File: src/lbp_pkg.sv
// ----------------------------------------------------------------------------
// LED blink pattern player package
// Shared sizes, command and register codes, controller-to-datapath command
// and status types, and small arithmetic helpers.
// ----------------------------------------------------------------------------
package lbp_pkg;

   localparam int PATTERN_DEPTH  = 64;
   localparam int DURATION_BITS  = 16;

   localparam int DUR_FIELD_BITS = 16;
   localparam int CNT_BITS       = 8;
   localparam int CMD_BITS       = 3;
   localparam int DIV_BITS       = 16;
   localparam int PLEN_BITS      = 7;
   localparam int DIGIT_BITS     = 4;
   localparam int CSR_ADDR_BITS  = 4;
   localparam int CSR_DATA_BITS  = 32;

   localparam int ADDR_BITS  = $clog2(PATTERN_DEPTH);
   localparam int LEN_BITS   = $clog2(PATTERN_DEPTH + 1);
   localparam int STEP_BITS  = (LEN_BITS > CNT_BITS + 1) ? LEN_BITS : CNT_BITS + 1;
   localparam int WIDE_BITS  =
      ((DURATION_BITS > DUR_FIELD_BITS) ? DURATION_BITS : DUR_FIELD_BITS) + 1;
   localparam int CD_BITS    = WIDE_BITS + DIV_BITS;

   localparam logic [WIDE_BITS-1:0] DUR_MAX =
      (WIDE_BITS'(1) << DURATION_BITS) - WIDE_BITS'(1);

   localparam logic [WIDE_BITS-1:0]  INTERJECT_TAIL = WIDE_BITS'(100);
   localparam logic [DUR_FIELD_BITS-1:0] DIGIT_FIRST_ON = DUR_FIELD_BITS'(2);
   localparam logic [DUR_FIELD_BITS-1:0] DIGIT_UNIT     = DUR_FIELD_BITS'(1);
   localparam logic [DUR_FIELD_BITS-1:0] DIGIT_TAIL_OFF = DUR_FIELD_BITS'(4);
   localparam logic [DIGIT_BITS-1:0]     DIGIT_ZERO_BLINKS = DIGIT_BITS'(10);

   // Division by five of a 16-bit value: multiply by ceil(2^18 / 5), shift by 18.
   localparam logic [DIV_BITS-1:0] DIV5_MAGIC = 16'hCCCD;
   localparam int                  DIV5_SHIFT = 18;
   // Division by ten of an 8-bit value: multiply by 205, shift by 11.
   localparam logic [CNT_BITS-1:0] DIV10_MAGIC = 8'd205;
   localparam int                  DIV10_SHIFT = 11;
   localparam logic [CNT_BITS-1:0] TEN = 8'd10;

   typedef enum logic [CMD_BITS-1:0] {
      CMD_TICK      = 3'd0,
      CMD_CLEAR     = 3'd1,
      CMD_ADD_ON    = 3'd2,
      CMD_ADD_OFF   = 3'd3,
      CMD_ADD_DIGIT = 3'd4,
      CMD_INTERJECT = 3'd5
   } cmd_type;

   typedef enum logic [1:0] {
      REG_TICK_DIVIDER = 2'd0,
      REG_INVERT_LEVEL = 2'd1,
      REG_LED_ENABLE   = 2'd2
   } reg_idx_type;

   typedef enum logic [3:0] {
      OP_NONE,
      OP_CLEAR,
      OP_INTERJECT,
      OP_APP_READ,
      OP_APP_WRITE,
      OP_TICK_CHECK,
      OP_TICK_WRAP,
      OP_TICK_READ,
      OP_TICK_LOAD,
      OP_CAPTURE
   } dp_op_type;

   typedef enum logic [1:0] {
      VAL_DURATION,
      VAL_DIGIT_ON,
      VAL_UNIT,
      VAL_TAIL
   } app_val_type;

   typedef struct packed {
      dp_op_type   op;
      logic        accept;
      logic        app_on;
      app_val_type app_val;
      logic        digit_next;
   } dp_cmd_type;

   typedef struct packed {
      logic tick_active;
      logic cd_zero;
      logic cd_one;
      logic wrap_done;
      logic digit_last;
      logic rsp_free;
   } dp_status_type;

   typedef struct packed {
      logic [DIV_BITS-1:0] tick_divider;
      logic                invert_level;
      logic                led_enable;
   } cfg_type;

   function automatic logic [DURATION_BITS-1:0] clamp_duration(
      input logic [WIDE_BITS-1:0] v
   );
      if (v > DUR_MAX) begin
         return DUR_MAX[DURATION_BITS-1:0];
      end
      return v[DURATION_BITS-1:0];
   endfunction

   function automatic logic [DIV_BITS-1:0] div_by_five(input logic [DIV_BITS-1:0] v);
      logic [2*DIV_BITS-1:0] p;
      p = v * DIV5_MAGIC;
      return DIV_BITS'(p >> DIV5_SHIFT);
   endfunction

   function automatic logic [DIGIT_BITS-1:0] digit_blinks(input logic [CNT_BITS-1:0] v);
      logic [2*CNT_BITS-1:0] p;
      logic [CNT_BITS-1:0]   q;
      logic [CNT_BITS-1:0]   r;
      p = v * DIV10_MAGIC;
      q = CNT_BITS'(p >> DIV10_SHIFT);
      r = v - CNT_BITS'(q * TEN);
      if (r == '0) begin
         return DIGIT_ZERO_BLINKS;
      end
      return r[DIGIT_BITS-1:0];
   endfunction

endpackage

File: src/lbp_csr.sv
// ----------------------------------------------------------------------------
// LED blink pattern player register port
// Holds the divider, polarity and enable registers behind a simple APB port.
// ----------------------------------------------------------------------------
module lbp_csr import lbp_pkg::*; (
   input  logic                     clock,
   input  logic                     reset,
   input  logic                     csr_psel,
   input  logic                     csr_penable,
   input  logic                     csr_pwrite,
   input  logic [CSR_ADDR_BITS-1:0] csr_paddr,
   input  logic [CSR_DATA_BITS-1:0] csr_pwdata,
   output logic [CSR_DATA_BITS-1:0] csr_prdata,
   output logic                     csr_pready,
   output cfg_type                  cfg
);

   logic [DIV_BITS-1:0] div_ff, div_in;
   logic                inv_ff, inv_in;
   logic                en_ff, en_in;
   logic                wr_en;
   reg_idx_type         idx;

   assign csr_pready = 1'b1;
   assign wr_en      = csr_psel & csr_penable & csr_pwrite & csr_pready;
   assign idx        = reg_idx_type'(csr_paddr[3:2]);

   always_comb begin
      div_in = div_ff;
      inv_in = inv_ff;
      en_in  = en_ff;
      if (wr_en) begin
         unique case (idx)
            REG_TICK_DIVIDER: div_in = csr_pwdata[DIV_BITS-1:0];
            REG_INVERT_LEVEL: inv_in = csr_pwdata[0];
            REG_LED_ENABLE:   en_in  = csr_pwdata[0];
            default: ;
         endcase
      end
   end

   always_comb begin
      unique case (idx)
         REG_TICK_DIVIDER: csr_prdata = CSR_DATA_BITS'(div_ff);
         REG_INVERT_LEVEL: csr_prdata = CSR_DATA_BITS'(inv_ff);
         REG_LED_ENABLE:   csr_prdata = CSR_DATA_BITS'(en_ff);
         default:          csr_prdata = '0;
      endcase
   end

   always_ff @(posedge clock) begin
      if (reset) begin
         div_ff <= DIV_BITS'(1);
         inv_ff <= 1'b0;
         en_ff  <= 1'b1;
      end else begin
         div_ff <= div_in;
         inv_ff <= inv_in;
         en_ff  <= en_in;
      end
   end

   assign cfg.tick_divider = div_ff;
   assign cfg.invert_level = inv_ff;
   assign cfg.led_enable   = en_ff;

endmodule

File: src/lbp_ctrl.sv
// ----------------------------------------------------------------------------
// LED blink pattern player controller
// Sequences each command word through the datapath: table appends as a read
// and a write, digits as a series of appends, ticks as check, wrap, read and
// load steps, then hands the result to the output register.
// ----------------------------------------------------------------------------
module lbp_ctrl import lbp_pkg::*; (
   input  logic          clock,
   input  logic          reset,
   input  logic          req_tvalid,
   input  cmd_type       req_cmd,
   output logic          req_tready,
   input  dp_status_type status,
   output dp_cmd_type    dp_cmd
);

   typedef enum logic [9:0] {
      ST_IDLE      = 10'b00_0000_0001,
      ST_CLEAR     = 10'b00_0000_0010,
      ST_INTERJ    = 10'b00_0000_0100,
      ST_APP_RD    = 10'b00_0000_1000,
      ST_APP_WR    = 10'b00_0001_0000,
      ST_TICK_CHK  = 10'b00_0010_0000,
      ST_TICK_WRAP = 10'b00_0100_0000,
      ST_TICK_RD   = 10'b00_1000_0000,
      ST_TICK_LOAD = 10'b01_0000_0000,
      ST_FINISH    = 10'b10_0000_0000
   } state_type;

   typedef enum logic [4:0] {
      PH_SINGLE_ON  = 5'b00001,
      PH_SINGLE_OFF = 5'b00010,
      PH_DIG_ON     = 5'b00100,
      PH_DIG_OFF    = 5'b01000,
      PH_TAIL       = 5'b10000
   } phase_type;

   state_type state_ff, state_in;
   phase_type phase_ff, phase_in;

   assign req_tready = (state_ff == ST_IDLE);

   always_comb begin
      state_in          = state_ff;
      phase_in          = phase_ff;
      dp_cmd.op         = OP_NONE;
      dp_cmd.accept     = 1'b0;
      dp_cmd.app_on     = 1'b0;
      dp_cmd.app_val    = VAL_DURATION;
      dp_cmd.digit_next = 1'b0;
      unique case (state_ff)
         ST_IDLE: begin
            if (req_tvalid) begin
               dp_cmd.accept = 1'b1;
               unique case (req_cmd)
                  CMD_TICK:      state_in = ST_TICK_CHK;
                  CMD_CLEAR:     state_in = ST_CLEAR;
                  CMD_INTERJECT: state_in = ST_INTERJ;
                  CMD_ADD_ON: begin
                     phase_in = PH_SINGLE_ON;
                     state_in = ST_APP_RD;
                  end
                  CMD_ADD_OFF: begin
                     phase_in = PH_SINGLE_OFF;
                     state_in = ST_APP_RD;
                  end
                  CMD_ADD_DIGIT: begin
                     phase_in = PH_DIG_ON;
                     state_in = ST_APP_RD;
                  end
                  default: state_in = ST_FINISH;
               endcase
            end
         end
         ST_CLEAR: begin
            dp_cmd.op = OP_CLEAR;
            state_in  = ST_FINISH;
         end
         ST_INTERJ: begin
            dp_cmd.op = OP_INTERJECT;
            state_in  = ST_FINISH;
         end
         ST_APP_RD: begin
            dp_cmd.op = OP_APP_READ;
            state_in  = ST_APP_WR;
         end
         ST_APP_WR: begin
            dp_cmd.op = OP_APP_WRITE;
            unique case (phase_ff)
               PH_SINGLE_ON: begin
                  dp_cmd.app_on = 1'b1;
                  state_in      = ST_FINISH;
               end
               PH_SINGLE_OFF: begin
                  state_in = ST_FINISH;
               end
               PH_DIG_ON: begin
                  dp_cmd.app_on  = 1'b1;
                  dp_cmd.app_val = VAL_DIGIT_ON;
                  phase_in       = PH_DIG_OFF;
                  state_in       = ST_APP_RD;
               end
               PH_DIG_OFF: begin
                  dp_cmd.app_val    = VAL_UNIT;
                  dp_cmd.digit_next = 1'b1;
                  phase_in          = status.digit_last ? PH_TAIL : PH_DIG_ON;
                  state_in          = ST_APP_RD;
               end
               PH_TAIL: begin
                  dp_cmd.app_val = VAL_TAIL;
                  state_in       = ST_FINISH;
               end
               default: state_in = ST_FINISH;
            endcase
         end
         ST_TICK_CHK: begin
            dp_cmd.op = OP_TICK_CHECK;
            priority if (!status.tick_active) begin
               state_in = ST_FINISH;
            end else if (status.cd_zero) begin
               state_in = ST_TICK_RD;
            end else if (status.cd_one) begin
               state_in = ST_TICK_WRAP;
            end else begin
               state_in = ST_FINISH;
            end
         end
         ST_TICK_WRAP: begin
            dp_cmd.op = OP_TICK_WRAP;
            if (status.wrap_done) begin
               state_in = ST_TICK_RD;
            end
         end
         ST_TICK_RD: begin
            dp_cmd.op = OP_TICK_READ;
            state_in  = ST_TICK_LOAD;
         end
         ST_TICK_LOAD: begin
            dp_cmd.op = OP_TICK_LOAD;
            state_in  = ST_FINISH;
         end
         ST_FINISH: begin
            if (status.rsp_free) begin
               dp_cmd.op = OP_CAPTURE;
               state_in  = ST_IDLE;
            end
         end
         default: state_in = ST_IDLE;
      endcase
   end

   always_ff @(posedge clock) begin
      if (reset) begin
         state_ff <= ST_IDLE;
         phase_ff <= PH_SINGLE_ON;
      end else begin
         state_ff <= state_in;
         phase_ff <= phase_in;
      end
   end

endmodule

File: src/lbp_dp.sv
// ----------------------------------------------------------------------------
// LED blink pattern player datapath
// Pattern memory, table length, step index, countdown, interjection state,
// LED level and the output register, updated by controller commands.
// ----------------------------------------------------------------------------
module lbp_dp import lbp_pkg::*; (
   input  logic                      clock,
   input  logic                      reset,
   input  cfg_type                   cfg,
   input  logic [DUR_FIELD_BITS-1:0] req_duration,
   input  logic [CNT_BITS-1:0]       req_count,
   input  dp_cmd_type                dp_cmd,
   output dp_status_type             status,
   input  logic                      rsp_ready,
   output logic                      rsp_valid,
   output logic                      rsp_led_level,
   output logic                      rsp_interjection_active,
   output logic [PLEN_BITS-1:0]      rsp_pattern_length,
   output logic                      rsp_overflow
);

   logic [DURATION_BITS-1:0] pattern_mem [PATTERN_DEPTH];

   logic [LEN_BITS-1:0]       len_ff, len_in;
   logic [STEP_BITS-1:0]      step_ff, step_in;
   logic [CD_BITS-1:0]        cd_ff, cd_in;
   logic [CNT_BITS-1:0]       once_count_ff, once_count_in;
   logic                      led_ff, led_in;
   logic                      dropped_ff, dropped_in;
   logic                      rsp_valid_ff, rsp_valid_in;

   logic [DUR_FIELD_BITS-1:0] dur_ff, dur_in;
   logic [CNT_BITS-1:0]       cnt_ff, cnt_in;
   logic [DUR_FIELD_BITS-1:0] once_size_ff, once_size_in;
   logic [DIGIT_BITS-1:0]     digit_n_ff, digit_n_in;
   logic [DIGIT_BITS-1:0]     digit_i_ff, digit_i_in;
   logic                      once_mode_ff, once_mode_in;
   logic                      adv_ff, adv_in;
   logic [DIV_BITS-1:0]       div_ff, div_in;
   logic [STEP_BITS-1:0]      wrap_len_ff, wrap_len_in;
   logic [WIDE_BITS-1:0]      once_entry_ff, once_entry_in;
   logic [DURATION_BITS-1:0]  rd_ff;
   logic                      rsp_led_ff, rsp_led_in;
   logic                      rsp_once_ff, rsp_once_in;
   logic [PLEN_BITS-1:0]      rsp_len_ff, rsp_len_in;
   logic                      rsp_ovf_ff, rsp_ovf_in;

   logic                      once_live;
   logic                      len_nz;
   logic                      full;
   logic [LEN_BITS-1:0]       len_m1;
   logic [DUR_FIELD_BITS-1:0] app_val;
   logic                      merge;
   logic                      push;
   logic [WIDE_BITS-1:0]      sum;
   logic [DIV_BITS-1:0]       div_raw;
   logic [DIV_BITS-1:0]       div_eff;
   logic [STEP_BITS-1:0]      once_len;
   logic [STEP_BITS-1:0]      once_last;
   logic [WIDE_BITS-1:0]      entry_sel;
   logic [CD_BITS-1:0]        prod;
   logic                      mem_we;
   logic [ADDR_BITS-1:0]      mem_waddr;
   logic [DURATION_BITS-1:0]  mem_wdata;
   logic                      mem_re;
   logic [ADDR_BITS-1:0]      mem_raddr;

   assign once_live = (once_count_ff != '0);
   assign len_nz    = (len_ff != '0);
   assign full      = (len_ff >= LEN_BITS'(PATTERN_DEPTH));
   assign len_m1    = len_ff - LEN_BITS'(1);
   assign merge     = dp_cmd.app_on ? len_ff[0] : (!len_ff[0] && len_nz);
   assign push      = dp_cmd.app_on ? !len_ff[0] : len_ff[0];
   assign sum       = WIDE_BITS'(rd_ff) + WIDE_BITS'(app_val);
   assign div_raw   = once_live ? div_by_five(cfg.tick_divider) : cfg.tick_divider;
   assign div_eff   = (div_raw == '0) ? DIV_BITS'(1) : div_raw;
   assign once_len  = STEP_BITS'({once_count_ff, 1'b0});
   assign once_last = once_len - STEP_BITS'(1);
   assign entry_sel = once_mode_ff ? once_entry_ff : WIDE_BITS'(rd_ff);
   assign prod      = entry_sel * div_ff;

   always_comb begin
      unique case (dp_cmd.app_val)
         VAL_DURATION: app_val = dur_ff;
         VAL_DIGIT_ON: app_val = (digit_i_ff == '0) ? DIGIT_FIRST_ON : DIGIT_UNIT;
         VAL_UNIT:     app_val = DIGIT_UNIT;
         VAL_TAIL:     app_val = DIGIT_TAIL_OFF;
         default:      app_val = dur_ff;
      endcase
   end

   assign status.tick_active = cfg.led_enable && (once_live || len_nz);
   assign status.cd_zero     = (cd_ff == '0);
   assign status.cd_one      = (cd_ff == CD_BITS'(1));
   assign status.wrap_done   = (step_ff < wrap_len_ff);
   assign status.digit_last  = (digit_i_ff == digit_n_ff - DIGIT_BITS'(1));
   assign status.rsp_free    = !rsp_valid_ff || rsp_ready;

   always_comb begin
      mem_we    = 1'b0;
      mem_waddr = len_ff[ADDR_BITS-1:0];
      mem_wdata = clamp_duration(WIDE_BITS'(app_val));
      mem_re    = 1'b0;
      mem_raddr = len_m1[ADDR_BITS-1:0];
      if (dp_cmd.op == OP_APP_WRITE) begin
         if (merge) begin
            mem_we    = 1'b1;
            mem_waddr = len_m1[ADDR_BITS-1:0];
            mem_wdata = clamp_duration(sum);
         end else if (push && !full) begin
            mem_we = 1'b1;
         end
      end
      if (dp_cmd.op == OP_APP_READ) begin
         mem_re = 1'b1;
      end else if (dp_cmd.op == OP_TICK_READ) begin
         mem_re    = 1'b1;
         mem_raddr = step_ff[ADDR_BITS-1:0];
      end
   end

   always_comb begin
      len_in        = len_ff;
      step_in       = step_ff;
      cd_in         = cd_ff;
      once_count_in = once_count_ff;
      led_in        = led_ff;
      dropped_in    = dropped_ff;
      rsp_valid_in  = rsp_valid_ff && !rsp_ready;
      dur_in        = dur_ff;
      cnt_in        = cnt_ff;
      once_size_in  = once_size_ff;
      digit_n_in    = digit_n_ff;
      digit_i_in    = digit_i_ff;
      once_mode_in  = once_mode_ff;
      adv_in        = adv_ff;
      div_in        = div_ff;
      wrap_len_in   = wrap_len_ff;
      once_entry_in = once_entry_ff;
      rsp_led_in    = rsp_led_ff;
      rsp_once_in   = rsp_once_ff;
      rsp_len_in    = rsp_len_ff;
      rsp_ovf_in    = rsp_ovf_ff;

      if (dp_cmd.accept) begin
         dur_in     = req_duration;
         cnt_in     = req_count;
         digit_n_in = digit_blinks(req_count);
         digit_i_in = '0;
         dropped_in = 1'b0;
      end

      unique case (dp_cmd.op)
         OP_NONE: ;
         OP_CLEAR: len_in = '0;
         OP_INTERJECT: begin
            once_count_in = cnt_ff;
            once_size_in  = dur_ff;
            step_in       = '0;
            cd_in         = '0;
         end
         OP_APP_READ: ;
         OP_APP_WRITE: begin
            if (!merge && push) begin
               if (full) begin
                  dropped_in = 1'b1;
               end else begin
                  len_in = len_ff + LEN_BITS'(1);
               end
            end
            if (dp_cmd.digit_next) begin
               digit_i_in = digit_i_ff + DIGIT_BITS'(1);
            end
         end
         OP_TICK_CHECK: begin
            once_mode_in = once_live;
            div_in       = div_eff;
            wrap_len_in  = once_live ? once_len : STEP_BITS'(len_ff);
            adv_in       = 1'b0;
            if (status.tick_active) begin
               if (status.cd_zero) begin
                  step_in = '0;
               end else begin
                  cd_in = cd_ff - CD_BITS'(1);
                  if (status.cd_one) begin
                     step_in = step_ff + STEP_BITS'(1);
                     adv_in  = 1'b1;
                  end
               end
            end
         end
         OP_TICK_WRAP: begin
            if (!status.wrap_done) begin
               step_in = step_ff - wrap_len_ff;
            end
         end
         OP_TICK_READ: begin
            once_entry_in = WIDE_BITS'(once_size_ff)
                          + ((step_ff == once_last) ? INTERJECT_TAIL : '0);
         end
         OP_TICK_LOAD: begin
            cd_in  = prod;
            led_in = !step_ff[0];
            if (once_mode_ff && adv_ff && (step_ff == '0)) begin
               once_count_in = '0;
               cd_in         = '0;
               step_in       = '0;
            end
         end
         OP_CAPTURE: begin
            rsp_valid_in = 1'b1;
            rsp_led_in   = led_ff ^ cfg.invert_level;
            rsp_once_in  = once_live;
            rsp_len_in   = PLEN_BITS'(len_ff);
            rsp_ovf_in   = dropped_ff;
         end
         default: ;
      endcase
   end

   always_ff @(posedge clock) begin
      if (mem_we) begin
         pattern_mem[mem_waddr] <= mem_wdata;
      end
      if (mem_re) begin
         rd_ff <= pattern_mem[mem_raddr];
      end
   end

   always_ff @(posedge clock) begin
      if (reset) begin
         len_ff        <= '0;
         step_ff       <= '0;
         cd_ff         <= '0;
         once_count_ff <= '0;
         led_ff        <= 1'b0;
         dropped_ff    <= 1'b0;
         rsp_valid_ff  <= 1'b0;
      end else begin
         len_ff        <= len_in;
         step_ff       <= step_in;
         cd_ff         <= cd_in;
         once_count_ff <= once_count_in;
         led_ff        <= led_in;
         dropped_ff    <= dropped_in;
         rsp_valid_ff  <= rsp_valid_in;
      end
   end

   always_ff @(posedge clock) begin
      dur_ff        <= dur_in;
      cnt_ff        <= cnt_in;
      once_size_ff  <= once_size_in;
      digit_n_ff    <= digit_n_in;
      digit_i_ff    <= digit_i_in;
      once_mode_ff  <= once_mode_in;
      adv_ff        <= adv_in;
      div_ff        <= div_in;
      wrap_len_ff   <= wrap_len_in;
      once_entry_ff <= once_entry_in;
      rsp_led_ff    <= rsp_led_in;
      rsp_once_ff   <= rsp_once_in;
      rsp_len_ff    <= rsp_len_in;
      rsp_ovf_ff    <= rsp_ovf_in;
   end

   assign rsp_valid               = rsp_valid_ff;
   assign rsp_led_level           = rsp_led_ff;
   assign rsp_interjection_active = rsp_once_ff;
   assign rsp_pattern_length      = rsp_len_ff;
   assign rsp_overflow            = rsp_ovf_ff;

   a_len_bound: assert property (@(posedge clock) disable iff (reset)
      len_ff <= LEN_BITS'(PATTERN_DEPTH))
      else $error("pattern table length beyond its depth");

   a_capture_free: assert property (@(posedge clock) disable iff (reset)
      (dp_cmd.op == OP_CAPTURE) |-> (!rsp_valid_ff || rsp_ready))
      else $error("result overwrote a word not yet taken");

   a_read_in_table: assert property (@(posedge clock) disable iff (reset)
      (dp_cmd.op == OP_TICK_READ && !once_mode_ff) |-> (step_ff < STEP_BITS'(len_ff)))
      else $error("tick read outside the written table");

   a_interject_end: assert property (@(posedge clock) disable iff (reset)
      (dp_cmd.op == OP_TICK_LOAD && once_mode_ff && adv_ff && step_ff == '0)
      |=> (once_count_ff == '0 && cd_ff == '0))
      else $error("interjection did not end on wrap");

endmodule

File: src/led_blink_pattern_player_top.sv
// ----------------------------------------------------------------------------
// LED blink pattern player
// Each command word returns one status word. Add on and add off do a table
// read and a write of the pattern memory; clear and interject need no memory
// access. Add digit performs 2n+1 appends. When the index steps normally a
// tick runs countdown check, index wrap, memory read, then the
// duration-times-divider multiply. The wrap subtracts the table or interjection
// length once per cycle, so after a clear that shortened the table it repeats
// until the index is below that length. A finished status word waits in the
// output register while the next command is taken.
// ----------------------------------------------------------------------------
module led_blink_pattern_player_top import lbp_pkg::*; (
   input  logic                     clock,
   input  logic                     reset,
   input  logic                     req_tvalid,
   output logic                     req_tready,
   input  logic [23:0]              req_tdata,  // duration[15:0], count[23:16]
   input  logic [CMD_BITS-1:0]      req_tuser,  // cmd[2:0]
   output logic                     rsp_tvalid,
   input  logic                     rsp_tready,
   // led_level[0], interjection_active[1], pattern_length[8:2], overflow[9]
   output logic [15:0]              rsp_tdata,
   input  logic                     csr_psel,
   input  logic                     csr_penable,
   input  logic                     csr_pwrite,
   input  logic [CSR_ADDR_BITS-1:0] csr_paddr,
   input  logic [CSR_DATA_BITS-1:0] csr_pwdata,
   output logic [CSR_DATA_BITS-1:0] csr_prdata,
   output logic                     csr_pready
);

   cfg_type              cfg;
   dp_cmd_type           dp_cmd;
   dp_status_type        status;
   logic                 led_level;
   logic                 interjection_active;
   logic [PLEN_BITS-1:0] pattern_length;
   logic                 overflow;

   lbp_csr u_csr (
      .clock       (clock),
      .reset       (reset),
      .csr_psel    (csr_psel),
      .csr_penable (csr_penable),
      .csr_pwrite  (csr_pwrite),
      .csr_paddr   (csr_paddr),
      .csr_pwdata  (csr_pwdata),
      .csr_prdata  (csr_prdata),
      .csr_pready  (csr_pready),
      .cfg         (cfg)
   );

   lbp_ctrl u_ctrl (
      .clock      (clock),
      .reset      (reset),
      .req_tvalid (req_tvalid),
      .req_cmd    (cmd_type'(req_tuser)),
      .req_tready (req_tready),
      .status     (status),
      .dp_cmd     (dp_cmd)
   );

   lbp_dp u_dp (
      .clock                   (clock),
      .reset                   (reset),
      .cfg                     (cfg),
      .req_duration            (req_tdata[15:0]),
      .req_count               (req_tdata[23:16]),
      .dp_cmd                  (dp_cmd),
      .status                  (status),
      .rsp_ready               (rsp_tready),
      .rsp_valid               (rsp_tvalid),
      .rsp_led_level           (led_level),
      .rsp_interjection_active (interjection_active),
      .rsp_pattern_length      (pattern_length),
      .rsp_overflow            (overflow)
   );

   assign rsp_tdata = {6'b0, overflow, pattern_length, interjection_active, led_level};

endmodule
File: config.mk
export PLATFORM = sky130hd
export DESIGN_NAME = led_blink_pattern_player_top
export DESIGN_NICKNAME = d
export VERILOG_FILES = /design/src/lbp_pkg.sv /design/src/lbp_csr.sv /design/src/lbp_ctrl.sv /design/src/lbp_dp.sv /design/src/led_blink_pattern_player_top.sv
export SDC_FILE = /design/constraint.sdc
export NUM_CORES = 2
export LEC_CHECK = 0
export BUFFER_PORTS_ARGS = -buffer_cell sky130_fd_sc_hd__buf_2
export CORE_MARGIN = 1
export CORE_UTILIZATION = 35
export DETAILED_ROUTE_END_ITERATION = 10
export HOLD_SLACK_MARGIN = 0.15
export PLACE_DENSITY_LB_ADDON = 0.12
export SLEW_MARGIN = 15
export SYNTH_ARGS = -nofsm -noshare
export SYNTH_HDL_FRONTEND = slang
export SYNTH_SLANG_ARGS = --single-unit
File: constraint.sdc
create_clock -name clock -period 10.1 [get_ports clock]
set_clock_uncertainty 0.15 [all_clocks]
set_input_delay 0.505 -clock clock [delete_from_list [all_inputs] [get_ports clock]]
set_output_delay 0.505 -clock clock [all_outputs]
set_load 0.01 [all_outputs]
Yosys cells after proc, flatten, opt, wreduce, memory -nomap -nowiden
Memory sizes are Yosys's and may differ from the RTL's. A register that Yosys moved wholly into a read port is not among the register bits.
Index checks and enable logic that the tools add are counted.
{"block": "word_totals", "ff_bits": 195, "ram_bits": 1024, "inputBits": 70, "word_cells": 220, "memories": 1}
{"memory": "u_dp.pattern_mem", "words": 64, "width": 16, "read_ports": 1, "rd_clocked_by_memory_dff": 1, "write_ports": 1, "line": "lbp_dp.sv:22", "text": "logic [DURATION_BITS-1:0] pattern_mem [PATTERN_DEPTH];"}
{"block": "classes", "addsub": 11, "multipliers": 4, "magnitude_cmp": 3, "n_eq_ne": 48, "n_mux": 77, "bitwise_logic": 4, "n_reduce_logical": 44}
{"op": "33-bit two-way mux", "n": 3}
{"op": "33-bit case mux with 3 select lines", "n": 1}
{"op": "16-bit two-way mux", "n": 5}
{"op": "10-bit case mux with 8 select lines", "n": 1}
{"op": "10-bit two-way mux", "n": 7}
{"op": "16-bit case mux with 4 select lines", "n": 1}
{"op": "16-bit case mux with 3 select lines", "n": 1}
{"op": "9-bit two-way mux", "n": 5}
{"op": "10-bit case mux with 4 select lines", "n": 1}
{"op": "4-bit case mux with 9 select lines", "n": 1}
{"op": "9-bit case mux with 4 select lines", "n": 1}
{"op": "33-bit by 1-bit == test with 1-bit output, second input constant", "n": 1}
{"op": "33-bit logical NOT", "n": 1}
{"op": "17-bit by 16-bit multiplier with 33-bit output", "n": 1}
{"op": "33-bit by 1-bit subtractor with 33-bit output, second input constant", "n": 1}
{"op": "16-bit by 16-bit multiplier with 32-bit output, second input constant", "n": 1}
{"op": "4-bit two-way mux", "n": 7}
{"op": "7-bit two-way mux", "n": 4}
{"op": "1-bit two-way mux", "n": 24}
{"op": "6-bit two-way mux", "n": 4}
{"op": "5-bit case mux with 2 select lines", "n": 2}
{"op": "16-bit by 16-bit adder with 17-bit output", "n": 1}
{"op": "16-bit by 17-bit adder with 17-bit output", "n": 1}
{"op": "17-bit by 16-bit > comparator with 1-bit output, second input constant", "n": 1}
{"op": "73 further kinds", "n": 115}

Depth between registers and ports, before layout
{"block": "logic_depth", "ltp_word": 14, "ltp_mapped": 28, "depth_no_buf": 28}

Hierarchy
From an unflattened synthesis, not the netlist that was laid out.
{"block": "hier_totals", "hier_cells": 4700, "hier_area_um2": 66612.6}
{"mod": "lbp_dp", "n_inst": 1, "cells_per_inst": 4426, "area_per_inst_um2": 64234.1, "seq_area_each_um2": 35454.0}
{"mod": "lbp_ctrl", "n_inst": 1, "cells_per_inst": 143, "area_per_inst_um2": 1161.1, "seq_area_each_um2": 300.3}
{"mod": "lbp_csr", "n_inst": 1, "cells_per_inst": 121, "area_per_inst_um2": 1146.1, "seq_area_each_um2": 360.3}
{"mod": "led_blink_pattern_player_top", "n_inst": 1, "cells_per_inst": 10, "area_per_inst_um2": 71.3, "seq_area_each_um2": 0.0}

Worst setup path after synthesis
Ideal clock, no wire load.
{"block": "synth_path", "path_type": "register to register", "start": "register u_dp.once_mode_ff", "end": "register u_dp.cd_ff[32]", "t_arrival_ns": 6.810, "t_required_ns": 9.863, "slack_ns": 3.053, "stages_incl_launch_ff": 25, "n_path_buf": 3, "period_less_slack_ns": 7.047, "cell_sequence": "edfxtp_1 > clkbuf_1 > buf_1 > mux2_2 > clkbuf_1 > and2_1 > fa_1 > inv_1 > fa_1 > fa_1 > fa_1 > inv_1 > fa_1 > fa_1 > ha_1 > a21o_1 > a21o_1 > a21oi_1 > o21ai_0 > a31o_2 > o311a_1 > o21ai_0 > a31o_2 > xnor2_1 > o31ai_1"}
{"block": "synth_via", "elab_chain_len": 4, "word_cells_on_any_way": 6}
{"item": "start, declared", "line": "lbp_dp.sv:37", "text": "logic once_mode_ff, once_mode_in;"}
{"item": "start signal, assigned", "line": "lbp_dp.sv:256", "text": "once_mode_ff <= once_mode_in;"}
{"item": "17-bit two-way mux or 1-bit logical AND (tied branches)", "line": "lbp_dp.sv:79, lbp_dp.sv:204"}
{"item": "17-bit by 16-bit multiplier with 33-bit output or 1-bit logical AND (tied branches)", "line": "lbp_dp.sv:80, lbp_dp.sv:204"}
{"item": "33-bit two-way mux (*)", "line": "lbp_dp.sv:204", "text": "if (once_mode_ff && adv_ff && (step_ff == '0)) begin"}
{"item": "33-bit case mux with 3 select lines (*)", "line": "lbp_dp.sv:153", "text": "unique case (dp_cmd.op)"}
{"item": "end signal, assigned", "line": "lbp_dp.sv:242", "text": "cd_ff <= cd_in;"}
{"item": "end, declared", "line": "lbp_dp.sv:26", "text": "logic [CD_BITS-1:0] cd_ff, cd_in;"}
Mark *: on every way between the ends. The rest lies on a longest branch, timed or not.
A chain may end at the register's enable or synchronous reset.

Worst setup path after layout
{"block": "layout_path", "start": "register u_csr.div_ff[8]", "end": "register u_dp.div_ff[0] (data pin)"}
{"block": "layout_via", "elab_chain_len": 3}
{"item": "start, declared", "line": "lbp_csr.sv:18", "text": "logic [DIV_BITS-1:0] div_ff, div_in;"}
{"item": "start signal, assigned", "line": "lbp_csr.sv:57", "text": "div_ff <= div_in;"}
{"item": "16-bit by 16-bit multiplier with 32-bit output", "line": "lbp_pkg.sv:113", "text": "p = v * DIV5_MAGIC;"}
{"item": "16-bit two-way mux (*)", "line": "lbp_dp.sv:75", "text": "assign div_raw = once_live ? div_by_five(cfg.tick_divider) : cfg.tick_divider;"}
{"item": "16-bit logical NOT", "line": "lbp_dp.sv:76", "text": "assign div_eff = (div_raw == '0) ? DIV_BITS'(1) : div_raw;"}
{"item": "end signal, assigned", "line": "lbp_dp.sv:258", "text": "div_ff <= div_in;"}
{"item": "end, declared", "line": "lbp_dp.sv:39", "text": "logic [DIV_BITS-1:0] div_ff, div_in;"}
Marks and branches as above.

==> run summary <==
The synthesized-area fraction occupied by ao, oa, aoi and oai cells is 0.06490. In this run the power density over the cells is 158.7 nW/um^2. Row generation in the floorplan step produced 159 rows.

The remaining antenna violation count after routing came out at 0. The maximum fanout along the worst path is 8. The number of optimization iterations in the first detailed-route pass is 5. The met1 global-route usage is 0.2705. The number of fillers in the final layout came out at roughly 18k. Sorting the synthesized cells by how often they occur yields 1138 x sky130_fd_sc_hd__edfxtp_1, 783 x sky130_fd_sc_hd__nand2_1, 462 x sky130_fd_sc_hd__inv_1, 330 x sky130_fd_sc_hd__ha_1, 304 x sky130_fd_sc_hd__fa_1.

The via total after detailed routing came out at roughly 42k. The total of flip-flops plus latches after synthesis came out at 1235. The final instance area came out at 74960 um^2. After clock tree synthesis, the repair step resized 0 gates. The time the worst path needs with I/O delays and setup came out at between 7000 and 8000 ps.

The number of H-tree levels is 4. The number of global-route vias before repair came out at around 42k. The basic-gate share of the synthesized area counting and, or, nand and nor cells came out at 0.1168. The number of nets at the end of the flow came out at between 6k and 7k. The overall global routing resource usage is 0.2013. The static leakage came out at around 28 nW. The proportion of synthesized area in mux cells is 0.05551.

The total die area is 190600 um^2. A synthesized cell averages between 10 and 15 um^2. The summed negative setup slack over all endpoints came out at 0 ps.

The register area share after synthesis is 0.5465. The share of synthesized area in the top cell type comes to 0.5171. Relative to the synthesized area, the layout overhead comes to 13.43%. The flow ran to the end, and the final reports show no timing, DRC or antenna violations. Of the total synthesized cell area, the portion taken by full adders, half adders and majority gates is 0.1546. The final weighted congestion in routability-driven placement is about 0.84. The synthesis warning total came out at 0. The initial antenna violation count is 1. The clock tree buffer depth is 3. The remaining routing DRC violations is 0.

The I/O pin total came out at 121. The cell count after synthesis came out at 5241. The startpoint identified for the worst register-to-register timing path is u_csr.div_ff[8]. After synthesis, the largest family of logic cells by area is adder cells.

The final cell count without fillers is 8010. The tool flagged a number of max-cap violations equal to 0. The wire length of the first global-routing pass came out at about 280 mm. The pin slew with the least headroom to its limit came out at roughly 1200 ps. In this run the clock root is driven by a sky130_fd_sc_hd__clkbuf_16. Setup repair after global routing left no endpoint under its margin. The met2 capacity usage during global routing is 0.3397.

The area of the core region is between 150000 and 200000 um^2. The source-to-sink clock delay at the later pin of the worst-skew pair came out at 770 ps. The async set-or-reset flop fraction in the synthesized netlist is 0. Setup slack closes at about 2600 ps. The critical path capture point is u_dp.div_ff[0]. The global-route track usage on met3 came out at 0.02360. The count of unique library cells instantiated by Yosys is 86. In this run the cell area measured after placement is 69940 um^2. The share of cells above drive strength 1 came out at 0.1129.

Sorting the synthesized cells by area gives the leading types as sky130_fd_sc_hd__edfxtp_1 52%, sky130_fd_sc_hd__fa_1 9.2%, sky130_fd_sc_hd__ha_1 6.2%, sky130_fd_sc_hd__mux4_2 4.8%, sky130_fd_sc_hd__nand2_1 4.4%. The share of the core filled with cells in the final layout is 0.3996. The worst-case register-to-register setup slack came out at about 2600 ps.

The post-synthesis instance area came out at roughly 66000 um^2. The post-CTS setup repair buffer count came out at 0. The count of flip-flops with a built-in enable after synthesis came out at 1138. The maximum vdd drop came out at ~0.17 mV. The initial utilization of the core area, before any placement, comes to 0.3523.

The post-CTS clock slew at the launch and capture registers of the worst setup and hold paths is 60 ps. Based on the critical path, the design can be clocked at up to 133.6 MHz. The worst register-to-register path has a depth of 19. The type of destination of the critical path is a flop.

The number of max-slew violations in the final report is 0. The total CTS buffers came out at around 140. STA puts the critical path data required time at roughly 11000 ps. The wire-length estimate of the detail-placed layout is around 120 mm. The arrival time of the worst setup path is 7920 ps.

The die boundary height came out at 436.5 um. STA classifies the critical path startpoint as a flop. The startpoint of the worst setup timing path is u_csr.div_ff[8]. The final hold violation count came to 0. The horizontal die dimension came out at roughly 440 um. For this run, the leading register cell type out of synthesis is sky130_fd_sc_hd__edfxtp_1. For this design, the sink count on the clock tree is roughly 1.2k. The instance count after placement with tap cells included is between 7k and 8k. For this block, the initial DRC count from the detailed router was between 3k and 4k. Using the TritonRoute via totals, the vias-per-cell ratio works out to ~5.2. The number of failing setup endpoints in the final timing report is 0.

The critical path in this run is classified as reg2reg. In this run the most used layer during global routing was met2. Of the available clock period, the critical path in the final layout requires 0.7410.

The tightest min-delay check is of the in2reg type. The cell taking the most area after synthesis is sky130_fd_sc_hd__edfxtp_1. The final wirelength is 192.0 mm. TritonCTS built the clock tree. The residual overflow from global routing came out at 0. The relative max-transition margin is 0.2179. The worst register-to-register path ends at u_dp.div_ff[0]. Entering global routing, the biggest net connects 130 pins.

The worst slack at placement came out at between 2000 and 3000 ps. Among all cell types in the netlist, the one instantiated most often is sky130_fd_sc_hd__edfxtp_1. Port buffering added 79 buffers. Of the total synthesized cell area, the portion taken by XOR and XNOR cells is 0.01842.

The average detailed-routed wire length per instance is 23.97 um.
-- layer usage --
layer  up-vias  routed length (um)
li1      19043                   -
met1     21518               84520
met2       955               93950
met3       248                7985
met4         0                5562
met5         -                   0
-- cell usage in the layout, fill, tap and decap left out, types with 17 or more instances in the layout --
cell type	Yosys	layout
sky130_fd_sc_hd__inv_1	462	462
sky130_fd_sc_hd__a21oi_1	167	164
sky130_fd_sc_hd__or4_1	18	18
sky130_fd_sc_hd__nor4_1	23	23
sky130_fd_sc_hd__o21ai_0	87	84
sky130_fd_sc_hd__clkinv_1	0	31
sky130_fd_sc_hd__conb_1	2	23
sky130_fd_sc_hd__edfxtp_1	1138	1138
sky130_fd_sc_hd__dfxtp_1	97	97
sky130_fd_sc_hd__mux2i_1	29	25
sky130_fd_sc_hd__ha_1	330	330
sky130_fd_sc_hd__buf_4	29	109
sky130_fd_sc_hd__nand2b_1	29	29
sky130_fd_sc_hd__nand3_1	223	223
sky130_fd_sc_hd__nor3_1	46	45
sky130_fd_sc_hd__nor2_1	243	206
sky130_fd_sc_hd__and2_1	152	151
sky130_fd_sc_hd__o21a_1	18	18
sky130_fd_sc_hd__buf_2	34	78
sky130_fd_sc_hd__xor2_1	43	43
sky130_fd_sc_hd__o221ai_1	21	21
sky130_fd_sc_hd__nor2_2	0	28
sky130_fd_sc_hd__mux4_2	142	142
sky130_fd_sc_hd__fa_1	304	304
sky130_fd_sc_hd__o22ai_1	38	38
sky130_fd_sc_hd__a21o_1	29	28
sky130_fd_sc_hd__clkbuf_1	169	37
sky130_fd_sc_hd__dlygate4sd3_1	0	66
sky130_fd_sc_hd__nand2_1	783	783
sky130_fd_sc_hd__and3_1	60	60
sky130_fd_sc_hd__xnor2_1	96	96
sky130_fd_sc_hd__clkbuf_16	0	141
sky130_fd_sc_hd__a211oi_1	17	17
sky130_fd_sc_hd__a22oi_1	77	76
sky130_fd_sc_hd__a31oi_1	70	69
-- sequential cells by signal, summed over array words and instances (netlist names), 4 cells and up --
| name | cells |
|---|---|
| u_dp.pattern_mem | 1024 |
| u_dp.cd_ff | 33 |
| u_dp.once_entry_ff | 17 |
| u_csr.div_ff | 16 |
| u_dp.div_ff | 16 |
| u_dp.dur_ff | 16 |
| u_dp.once_size_ff | 16 |
| u_dp.rd_ff | 16 |
| u_ctrl.state_ff | 10 |
| u_dp.step_ff | 9 |
| u_dp.wrap_len_ff | 9 |
| u_dp.cnt_ff | 8 |
| u_dp.once_count_ff | 8 |
| u_dp.len_ff | 7 |
| u_dp.rsp_pattern_length | 7 |
| u_ctrl.phase_ff | 5 |
| u_dp.digit_i_ff | 4 |
| u_dp.digit_n_ff | 4 |
-- stage by stage --
stage	power, W	hold WS, ps
final	0.01190	206.8
after CTS	0.01203	160.5
after detailed placement	0.007148	263.3
after floorplan	0.006749	250.3
after global placement	0.007133	258.8
after global routing	0.01238	241.6
-- what timing repair did --
item,4_1_cts,5_1_grt
hold buffers,66,0
setup endpoints to repair,0,0
hold endpoints to repair,84,0
-- cell type report --
class | instances | area [um^2] | share of cell area
Sequential cell | 1235 | 36110 | 0.4818
Multi-Input combinational cell | 3307 | 27680 | 0.3693
Clock buffer | 179 | 3681 | 0.04910
Tap cell | 2495 | 3122 | 0.04164
Timing Repair Buffer | 259 | 1997 | 0.02664
Inverter | 463 | 1738 | 0.02318
Clock inverter | 67 | 615.6 | 0.008212
Antenna cell | 5 | 12.51 | 0.0001669
-- how the worst min path moves through the flow --
| stage | start | end | slack [ps] | cells past startpoint |
|---|---|---|---|---|
| CTS | csr_paddr[2] | u_csr.div_ff[10] | 160 | 4 |
| global route | csr_paddr[2] | u_csr.div_ff[6] | 240 | 4 |
| floorplan | u_dp.once_size_ff[0] | u_dp.once_entry_ff[0] | 250 | 0 |
| detailed placement | u_dp.once_size_ff[0] | u_dp.once_entry_ff[0] | 260 | 0 |
| finish | csr_paddr[2] | u_csr.div_ff[3] | 210 | 4 |
| global placement | u_dp.once_size_ff[1] | u_dp.once_entry_ff[1] | 260 | 0 |
-- cells by family after synthesis --
group / count (synthesis)
flip-flops: 1235
multiplexers: 187
buffers and inverters: 720
XOR/XNOR: 139
other: 2
adder cells (fa/ha/maj): 634
AND/OR/NAND/NOR: 1675
AO/OA/AOI/OAI: 649
-- power by group --
group          total [W]  internal, W  leakage (nW)  switching (W)
clock            0.00485      0.00274          2.07        0.00210
sequential       0.00572      0.00569          11.0      0.0000350
combinational    0.00133     0.000520          15.3       0.000808
-- worst max-delay path: stages (launching register included) --
cell,delay [ps]
sky130_fd_sc_hd__dfxtp_1,720
sky130_fd_sc_hd__ha_1,440
sky130_fd_sc_hd__fa_1,520
sky130_fd_sc_hd__inv_1,60
sky130_fd_sc_hd__fa_1,470
sky130_fd_sc_hd__inv_1,50
sky130_fd_sc_hd__fa_1,440
sky130_fd_sc_hd__fa_1,510
sky130_fd_sc_hd__fa_1,420
sky130_fd_sc_hd__ha_1,410
sky130_fd_sc_hd__nand2_1,140
sky130_fd_sc_hd__o311ai_0,550
sky130_fd_sc_hd__a31oi_1,230
sky130_fd_sc_hd__and3_1,210
sky130_fd_sc_hd__o31ai_1,190
sky130_fd_sc_hd__nand2_1,130
sky130_fd_sc_hd__or4_1,480
sky130_fd_sc_hd__or4b_1,470
sky130_fd_sc_hd__or4b_1,530
sky130_fd_sc_hd__o31ai_2,190
Power figures use the tool's default switching activity.
